[config.mk]
export PLATFORM = sky130hd
export DESIGN_NAME = circular_deque
export DESIGN_NICKNAME = d
export VERILOG_FILES = /design/src/hdl/cdq_pkg.sv /design/src/hdl/cdq_ctrl.sv /design/src/hdl/cdq_datapath.sv /design/src/hdl/circular_deque.sv
export SDC_FILE = /design/constraint.sdc
export NUM_CORES = 1
export LEC_CHECK = 0
export ABC_CLOCK_PERIOD_IN_PS = 10930
export BUFFER_PORTS_ARGS = -buffer_cell sky130_fd_sc_hd__clkbuf_2
export CAP_MARGIN = 10
export CORE_ASPECT_RATIO = 1.75
export CORE_MARGIN = 8
export CORE_UTILIZATION = 65
export CTS_BUF_LIST = sky130_fd_sc_hd__clkbuf_8 sky130_fd_sc_hd__clkbuf_16
export DETAILED_ROUTE_END_ITERATION = 8
export PLACE_DENSITY_LB_ADDON = 0.3
export SETUP_SLACK_MARGIN = 0.05
export SLEW_MARGIN = 15
export SYNTH_ARGS = -nofsm -noshare
export SYNTH_HDL_FRONTEND = slang
export SYNTH_SLANG_ARGS = --single-unit
[constraint.sdc]
create_clock -name clk_i -period 10.93 [get_ports clk_i]
set_clock_uncertainty 0.05 [all_clocks]
set_input_delay 2.186 -clock clk_i [delete_from_list [all_inputs] [get_ports clk_i]]
set_output_delay 2.186 -clock clk_i [all_outputs]
set_load 0.1 [all_outputs]
[src/hdl/cdq_pkg.sv]
// Package for the circular deque: sizes, request codes, request/result structs
// and the controller-to-datapath command struct. No dependencies.
`default_nettype none

package cdq_pkg;

  localparam int unsigned DEPTH      = 16;
  localparam int unsigned DATA_WIDTH = 32;
  localparam int unsigned IDX_W      = $clog2(DEPTH);
  localparam int unsigned CNT_W      = $clog2(DEPTH + 1);

  localparam logic [2:0] REQ_PUSH_FRONT = 3'd0;
  localparam logic [2:0] REQ_PUSH_REAR  = 3'd1;
  localparam logic [2:0] REQ_POP_FRONT  = 3'd2;
  localparam logic [2:0] REQ_POP_REAR   = 3'd3;
  localparam logic [2:0] REQ_PEEK_FRONT = 3'd4;
  localparam logic [2:0] REQ_PEEK_REAR  = 3'd5;

  typedef struct packed {
    logic [2:0]                   req_type;
    logic signed [DATA_WIDTH-1:0] value;
  } cdq_req_t;

  typedef struct packed {
    logic                         ok;
    logic signed [DATA_WIDTH-1:0] data;
    logic                         is_empty;
    logic                         is_full;
  } cdq_rsp_t;

  typedef struct packed {
    logic load;  // capture the request
    logic exec;  // update indices, access the ring store
    logic done;  // present the result
  } cdq_cmd_t;

endpackage

`default_nettype wire

[src/hdl/cdq_ctrl.sv]
// Controller for the circular deque: sequences accept, execute and result.
// Depends on cdq_pkg.
`default_nettype none

module cdq_ctrl
  import cdq_pkg::*;
(
  input  wire logic     clk_i,
  input  wire logic     rst_ni,
  input  wire logic     start_i,
  output logic          busy_o,
  output cdq_cmd_t      cmd_o
);

  typedef enum logic [2:0] {
    ST_IDLE = 3'b001,
    ST_EXEC = 3'b010,
    ST_DONE = 3'b100
  } state_e;

  state_e state_q, state_d;
  logic   accept;

  assign busy_o = (state_q == ST_EXEC);
  assign accept = start_i && !busy_o;

  always_comb begin
    state_d = state_q;
    unique case (state_q)
      ST_IDLE: begin
        if (accept) state_d = ST_EXEC;
      end
      ST_EXEC: begin
        state_d = ST_DONE;
      end
      ST_DONE: begin
        // next request may be taken while the result is out
        state_d = accept ? ST_EXEC : ST_IDLE;
      end
      default: begin
        state_d = ST_IDLE;
      end
    endcase
  end

  always_ff @(posedge clk_i or negedge rst_ni) begin
    if (!rst_ni) begin
      state_q <= ST_IDLE;
    end else begin
      state_q <= state_d;
    end
  end

  assign cmd_o.load = accept;
  assign cmd_o.exec = (state_q == ST_EXEC);
  assign cmd_o.done = (state_q == ST_DONE);

endmodule

`default_nettype wire

[src/hdl/cdq_datapath.sv]
// Datapath for the circular deque: request register, head/tail/count, ring
// store with registered read, and result registers. Depends on cdq_pkg.
`default_nettype none

module cdq_datapath
  import cdq_pkg::*;
(
  input  wire logic     clk_i,
  input  wire logic     rst_ni,
  input  wire cdq_cmd_t cmd_i,
  input  wire cdq_req_t req_i,
  output cdq_rsp_t      rsp_o
);

  logic [DATA_WIDTH-1:0] mem [DEPTH];

  cdq_req_t              req_q;
  logic [IDX_W-1:0]      head_q, head_d, tail_q, tail_d;
  logic [CNT_W-1:0]      cnt_q, cnt_d;
  logic                  ok_q, ok_d;
  logic                  rd_sel_q, rd_sel_d;
  logic [DATA_WIDTH-1:0] fill_q, fill_d;
  logic                  empty_q, full_q;
  logic [DATA_WIDTH-1:0] rd_data_q;
  logic                  wr_en;
  logic [IDX_W-1:0]      addr;
  logic                  is_empty_now, is_full_now;

  function automatic logic [IDX_W-1:0] wrap_inc(input logic [IDX_W-1:0] i);
    return (i == IDX_W'(DEPTH - 1)) ? '0 : i + 1'b1;
  endfunction

  function automatic logic [IDX_W-1:0] wrap_dec(input logic [IDX_W-1:0] i);
    return (i == '0) ? IDX_W'(DEPTH - 1) : i - 1'b1;
  endfunction

  assign is_empty_now = (cnt_q == '0);
  assign is_full_now  = (cnt_q == CNT_W'(DEPTH));

  always_comb begin
    head_d   = head_q;
    tail_d   = tail_q;
    cnt_d    = cnt_q;
    ok_d     = 1'b0;
    rd_sel_d = 1'b0;
    fill_d   = '0;
    wr_en    = 1'b0;
    addr     = head_q;
    case (req_q.req_type) inside
      REQ_PUSH_FRONT, REQ_PUSH_REAR: begin
        if (!is_full_now) begin
          wr_en = 1'b1;
          ok_d  = 1'b1;
          cnt_d = cnt_q + 1'b1;
          if (is_empty_now) begin
            head_d = '0;
            tail_d = '0;
            addr   = '0;
          end else if (req_q.req_type == REQ_PUSH_FRONT) begin
            head_d = wrap_dec(head_q);
            addr   = head_d;
          end else begin
            tail_d = wrap_inc(tail_q);
            addr   = tail_d;
          end
        end
      end
      REQ_POP_FRONT, REQ_POP_REAR, REQ_PEEK_FRONT, REQ_PEEK_REAR: begin
        if (is_empty_now) begin
          fill_d = '1;
        end else begin
          ok_d     = 1'b1;
          rd_sel_d = 1'b1;
          if (req_q.req_type == REQ_POP_FRONT || req_q.req_type == REQ_PEEK_FRONT) begin
            addr = head_q;
          end else begin
            addr = tail_q;
          end
          if (req_q.req_type == REQ_POP_FRONT) begin
            head_d = wrap_inc(head_q);
            cnt_d  = cnt_q - 1'b1;
          end else if (req_q.req_type == REQ_POP_REAR) begin
            tail_d = wrap_dec(tail_q);
            cnt_d  = cnt_q - 1'b1;
          end
        end
      end
      default: begin
        // undefined codes leave the state alone
      end
    endcase
  end

  always_ff @(posedge clk_i or negedge rst_ni) begin
    if (!rst_ni) begin
      head_q  <= '0;
      tail_q  <= '0;
      cnt_q   <= '0;
      empty_q <= 1'b1;
      full_q  <= 1'b0;
    end else if (cmd_i.exec) begin
      head_q  <= head_d;
      tail_q  <= tail_d;
      cnt_q   <= cnt_d;
      empty_q <= (cnt_d == '0);
      full_q  <= (cnt_d == CNT_W'(DEPTH));
    end
  end

  always_ff @(posedge clk_i) begin
    if (cmd_i.load) begin
      req_q <= req_i;
    end
    if (cmd_i.exec) begin
      ok_q     <= ok_d;
      rd_sel_q <= rd_sel_d;
      fill_q   <= fill_d;
    end
  end

  // ring store: one write or one registered read per request
  always_ff @(posedge clk_i) begin
    if (cmd_i.exec && wr_en) begin
      mem[addr] <= req_q.value;
    end
    if (cmd_i.exec) begin
      rd_data_q <= mem[addr];
    end
  end

  always_comb begin
    rsp_o.ok       = ok_q && cmd_i.done;
    rsp_o.data     = rd_sel_q ? rd_data_q : fill_q;
    rsp_o.is_empty = empty_q;
    rsp_o.is_full  = full_q;
  end

endmodule

`default_nettype wire

[src/hdl/circular_deque.sv]
// Circular deque, 16 words of 32 bits. A taken request passes through ST_EXEC
// and then ST_DONE; done_o is high in ST_DONE, when the result is to be taken.
// The execute state holds busy, and the next request is taken while a result
// is out.
// Reset clears head, tail and count; the ring store is not cleared.
// The receiver cannot stall: done_o marks a result for exactly one cycle.
// Top level: ties cdq_ctrl and cdq_datapath together. Depends on cdq_pkg.
`default_nettype none

module circular_deque
  import cdq_pkg::*;
(
  input  wire logic     clk_i,
  input  wire logic     rst_ni,
  input  wire logic     start_i,
  output logic          busy_o,
  input  wire cdq_req_t req_i,
  output logic          done_o,
  output cdq_rsp_t      rsp_o
);

  cdq_cmd_t cmd;

  cdq_ctrl u_ctrl (
    .clk_i   (clk_i),
    .rst_ni  (rst_ni),
    .start_i (start_i),
    .busy_o  (busy_o),
    .cmd_o   (cmd)
  );

  cdq_datapath u_dp (
    .clk_i  (clk_i),
    .rst_ni (rst_ni),
    .cmd_i  (cmd),
    .req_i  (req_i),
    .rsp_o  (rsp_o)
  );

  assign done_o = cmd.done;

endmodule

`default_nettype wire
# After elaboration in Yosys (flattened, before gate mapping)
# Memory sizes are Yosys's and may differ from the RTL's. A register that Yosys moved wholly into a read port is not among the register bits.
# Index checks and enable logic that the tools add are counted.
# op_classes
n_addsub,6
eq_ne,18
muxes,44
bitwise,1
n_reduce_logical,18
# op_table
cell,n
4-bit two-way mux,26
32-bit two-way mux,2
5-bit two-way mux,6
5-bit == test (second input constant),2
5-bit logical NOT,2
3-bit by 2-bit == test with 1-bit output (second input constant),3
3-bit == test (second input constant),3
3-bit one-hot mux with 3 select lines,1
4-bit by 1-bit adder with 4-bit output (second input constant),2
4-bit == test (second input constant),2
4-bit logical NOT,2
4-bit by 1-bit subtractor with 4-bit output (second input constant),2
1-bit two-way mux,7
7-bit AND reduction,1
3-bit by 1-bit == test with 1-bit output (second input constant),2
2-bit != test (second input constant),3
6-bit AND reduction,1
2-bit nonzero test,3
5-bit by 1-bit adder with 5-bit output (second input constant),1
5-bit by 1-bit subtractor with 5-bit output (second input constant),1
4-bit OR reduction,1
1-bit logical AND,3
3-bit logical NOT,1
3-bit two-way mux,1
9 further kinds,9
# totals
ff_bits,87
mem_bits_rw,512
in_bits,38
out_inout_bits,37
n_memories,1
# memory_table
memory,depth,word_bits,read_ports,rd_ports_with_merged_regs,write_ports,line_no,text
u_dp.mem,16,32,1,1,1,cdq_datapath.sv:15,logic [DATA_WIDTH-1:0] mem [DEPTH];

# Depth between registers and ports, before layout
# logic_depth
ltp_word,7
ltp_mapped,14

# Cells and area by module
# Synthesis repeated with hierarchy kept, for this count alone.
# unflattened
cells_unflattened,1668
area_unflattened_um2,23909.2
# modules_own_cells
mod,n_inst,cells_each,area_each_um2,seq_area_each_um2
cdq_datapath,1,1654,23727.8,17853.4
cdq_ctrl,1,14,181.4,76.3

# Least setup slack after synthesis
# OpenSTA, ideal clock, no wires.
# synth_path
path_kind,reg-to-output
start,register u_ctrl.state_q[1]
end,output port rsp_o[34] (netlist bit)
t_arrival_ns,3.585
path_slack_ns,5.109
path_stages_with_launch,3
n_path_buf,0
cell_sequence,dfrtp_1 nor3b_1 and2_1
# synth_rtl
element,line_no,text
from (decl),cdq_ctrl.sv:21,"state_e state_q, state_d;"
from (signal assigned),cdq_ctrl.sv:50,state_q <= state_d;
to (decl),circular_deque.sv:19,output cdq_rsp_t rsp_o

# Worst setup path in the final report
# layout_path
start,register u_dp.cnt_q[0]
end,register u_dp.rd_data_q[21] (read register of u_dp.mem) (data pin)
# layout_via
elab_chain_len,4
word_cells_on_any_way,7
# layout_rtl
element,line_no,text
from (decl),cdq_datapath.sv:19,"logic [CNT_W-1:0] cnt_q, cnt_d;"
from (signal assigned),cdq_datapath.sv:104,cnt_q <= cnt_d;
5-bit logical NOT,cdq_datapath.sv:37,assign is_empty_now = (cnt_q == '0);
"4-bit two-way mux, on equally long branches","cdq_datapath.sv:69, cdq_datapath.sv:55",
"4-bit two-way mux, on equally long branches","cdq_datapath.sv:49, cdq_datapath.sv:51",
4-bit two-way mux (*),cdq_datapath.sv:49,case (req_q.req_type) inside
to (decl),cdq_datapath.sv:24,logic [DATA_WIDTH-1:0] rd_data_q;
# Every way passes the cells marked *; elsewhere a longest branch is shown, timed or not.
# A chain may end at the register's enable or synchronous reset.

==> results.tsv <==
metric	value	unit
path_max_fanout	52	
final_core_util	72.4	%
grt_overflow	0	
grt_util_all_layers	25.0	%
hold_slack	0.422	ns
die-height	267	microns
clock_latency	0.57	ns
die_area	42500	sq um
min_from	u_ctrl.state_q[1]$_DFFE_PN0P_	
required	11.20	ns
total_power	0.00631	W
worstHoldPathType	register to register	
yosys.area_share.simple	4.00	%
io_buffer_count	74	
yosys_warnings	0	
synth_edf_count	582	
synth_top_area_share	74.8	%
cap_violations	0	
drt-initial-drc-count	1411	
cts_tree	built	
drc	0	
slew_headroom	31.1	%
ys_ff_latch	600	
dr.pass1.iters	5	
io_pins	75	
core	35800	sq um
status	complete, no violations	
postCtsSetupBuffers	0	
rrSetupSlack	5.30	ns
netlist_area	23400	sq um
postCtsHoldBufs	0	
cts.reportedPaths.clkPinSlew	0.07	ns
dieWidth	159	microns
root_buffer	clkbuf_16	
path_class	register to register	
synth_xor_area_share	0.225	%
htree_levels	2	
synth.area.mux_share	12.2	%
syn-mean-instance-area	19.9	sq um
synth_top_family_by_area	multiplexers	
area_delta_synth_final	10.9	%
grt_first_pass_wirelength	78.3	mm
rsz0062_at_grt	no	
grt_pass1_vias	12300	
gp_congestion	0.845	
final.setup.worst_slack	5.30	ns
fmaxAchievable	178	MHz
grt_max_degree	73	
routedWlPerCell	29.8	microns
grt_antenna_before_repair	0	
seq_area_frac_synth	76.7	%
r2r_cells	11	
rows	92	
finalCritPeriodShare	51.5	%
vias	12000	
finalSetupTns	0	ns
dp_hpwl	25.5	mm
clock_sinks	600	
cts_buffer_depth	3	
drt-total-wl	52.7	mm
start_util	65.3	%
drive_above_1_share	26.7	%
synth_cell_types	63	
cts_buffers	49	
end_kind	register	
cellPowerDensity	243	nW/um^2
syn_inst	1174	
irDropWorstVdd	0.202	mV
synthAdderAreaFrac	0.482	%
fin_nets	1308	
start_kind	register	
cts_resized	0	
synth_fp_nets	1221	
reg2reg_to	u_dp.rd_data_q[21]$_DFFE_PP_	
cp-startpoint	u_dp.cnt_q[0]$_DFFE_PN0P_	
worstSetupEndpoint	u_dp.rd_data_q[21]$_DFFE_PP_	
antenna_cells	0	
worstPathArrival	5.90	ns
synth-main-ff-cell	edfxtp_1	
hold_viol_final	0	
dpl_worst_slack	5.24	ns
finalSetupViolations	0	
worst_slew_pin_slew	1.03	ns
ant_nets	0	
power.leakage	8.54	nW
drv_slew	0	
yosysTopAreaCell	edfxtp_1	
nFillCells	2000	
fin_crit	5.63	ns
viasPerCell	6.80	
r2r_start	u_dp.cnt_q[0]$_DFFE_PN0P_	
async_flop_share	3.00	%
synth_compound_area_share	4.61	%
synth_area_leaders	edfxtp_1, mux4_2, nand2_1	
[metal layers]
layer	vias up	global-route usage (%)	routed length (microns)
met5	-	0	0
met2	734	44.3	28200
met4	0	9.88	1780
met3	126	3.50	4160
li1	4957	-	-
met1	6232	30.9	18600
[through the flow]
stage | instance area [sq um] | instances
2_1_floorplan | 23400 | 1174
3_3_place_gp | 24300 | 1680
3_5_place_dp | 24300 | 1680
4_1_cts | 25900 | 1772
5_1_grt | 25900 | 1772
6_report | 25900 | 1772
[worst min path at each step]
stage	to	slack, ns	depth (start not counted)
after floorplan	u_ctrl.state_q[1]$_DFFE_PN0P_	0.39	1
after global placement	u_ctrl.state_q[1]$_DFFE_PN0P_	0.40	1
after detailed placement	u_ctrl.state_q[1]$_DFFE_PN0P_	0.41	1
after CTS	u_ctrl.state_q[1]$_DFFE_PN0P_	0.42	1
after global routing	u_ctrl.state_q[1]$_DFFE_PN0P_	0.45	1
final	u_ctrl.state_q[1]$_DFFE_PN0P_	0.42	1
[cells by family after synthesis]
group / count (synthesis)
DFF: 600
AOI/OAI and AO/OA: 139
adders and majority gates: 9
muxes: 130
and+or+nand+nor: 211
buffers and inverters: 79
xor gates and xnor gates: 6
[state kept, by name (all words and copies together) (netlist names)]
register        flops
u_ctrl.state_q      3
u_dp.cnt_q          5
u_dp.empty_q        1
u_dp.fill_q         1
u_dp.full_q         1
u_dp.head_q         4
u_dp.mem          512
u_dp.ok_q           1
u_dp.rd_data_q     32
u_dp.rd_sel_q       1
u_dp.req_q         35
u_dp.tail_q         4
[cell usage in the layout, fill, tap and decap left out, drive strengths merged, types with 4 or more instances in the layout]
cell type	netlist	routed
edfxtp	582	582
clkbuf	28	126
nand2	125	125
mux4	124	124
a22oi	64	64
nor2	34	34
buf	38	28
inv	11	24
clkinv	2	22
dfrtp	16	16
a21oi	14	14
o21ai	12	12
nor3	12	12
ha	9	9
xnor2	6	6
a211oi	6	6
o211ai	6	6
mux2i	5	5
nand2b	5	5
and2	5	5
or3	4	4
nand4	4	4
bufinv	0	4
o311ai	4	4
[cell usage after synthesis, types with 3 or more instances]
library cell and instances:
o221ai_1 3, nor3_1 12, inv_1 11, o311ai_0 4
a22oi_2 10, buf_1 9, a21oi_1 14, a21boi_0 3
o21ai_0 11, buf_6 10, nand2b_1 5, a31oi_1 3
mux2i_1 5, a311oi_1 3, nor3b_1 3, o31ai_1 3
xnor2_1 6, nand2_1 125, a22oi_1 54, mux4_2 124
and2_1 4, dfrtp_1 16, a211oi_1 6, nor2_1 34
edfxtp_1 582, and3_1 3, o211ai_1 5, buf_2 10
nand4_1 4, or3_1 4, ha_1 9, clkbuf_1 28
buf_4 9, nand3b_1 3
[where the power goes]
part / switching (W) / total [W] / internal, W
Clock: 0.000790 / 0.00174 / 0.000953
Sequential: 0.000113 / 0.00280 / 0.00269
Combinational: 0.00108 / 0.00177 / 0.000691
Total: 0.00198 / 0.00631 / 0.00433
[worst max-delay path, stage by stage, from the launching register on]
cell      delay (ns)
dfrtp_1         0.46
inv_1           0.12
ha_1            0.26
or4b_1          0.59
o211a_2         0.22
o211ai_4        0.21
and2_4          0.73
buf_4           0.92
buf_4           0.81
mux4_2          0.60
a22oi_1         0.26
nand2_1         0.07
[final cells by class]
class / count / area, sq um / area share, %
Sequential cell: 600 / 17900 / 69.2
Multi-Input combinational cell: 495 / 5180 / 20.0
Clock buffer: 52 / 1290 / 4.98
Tap cell: 470 / 588 / 2.27
Timing Repair Buffer: 102 / 581 / 2.24
Clock inverter: 40 / 307 / 1.18
Inverter: 13 / 48.8 / 0.188
No activity file was read; power rests on OpenSTA's default activity.
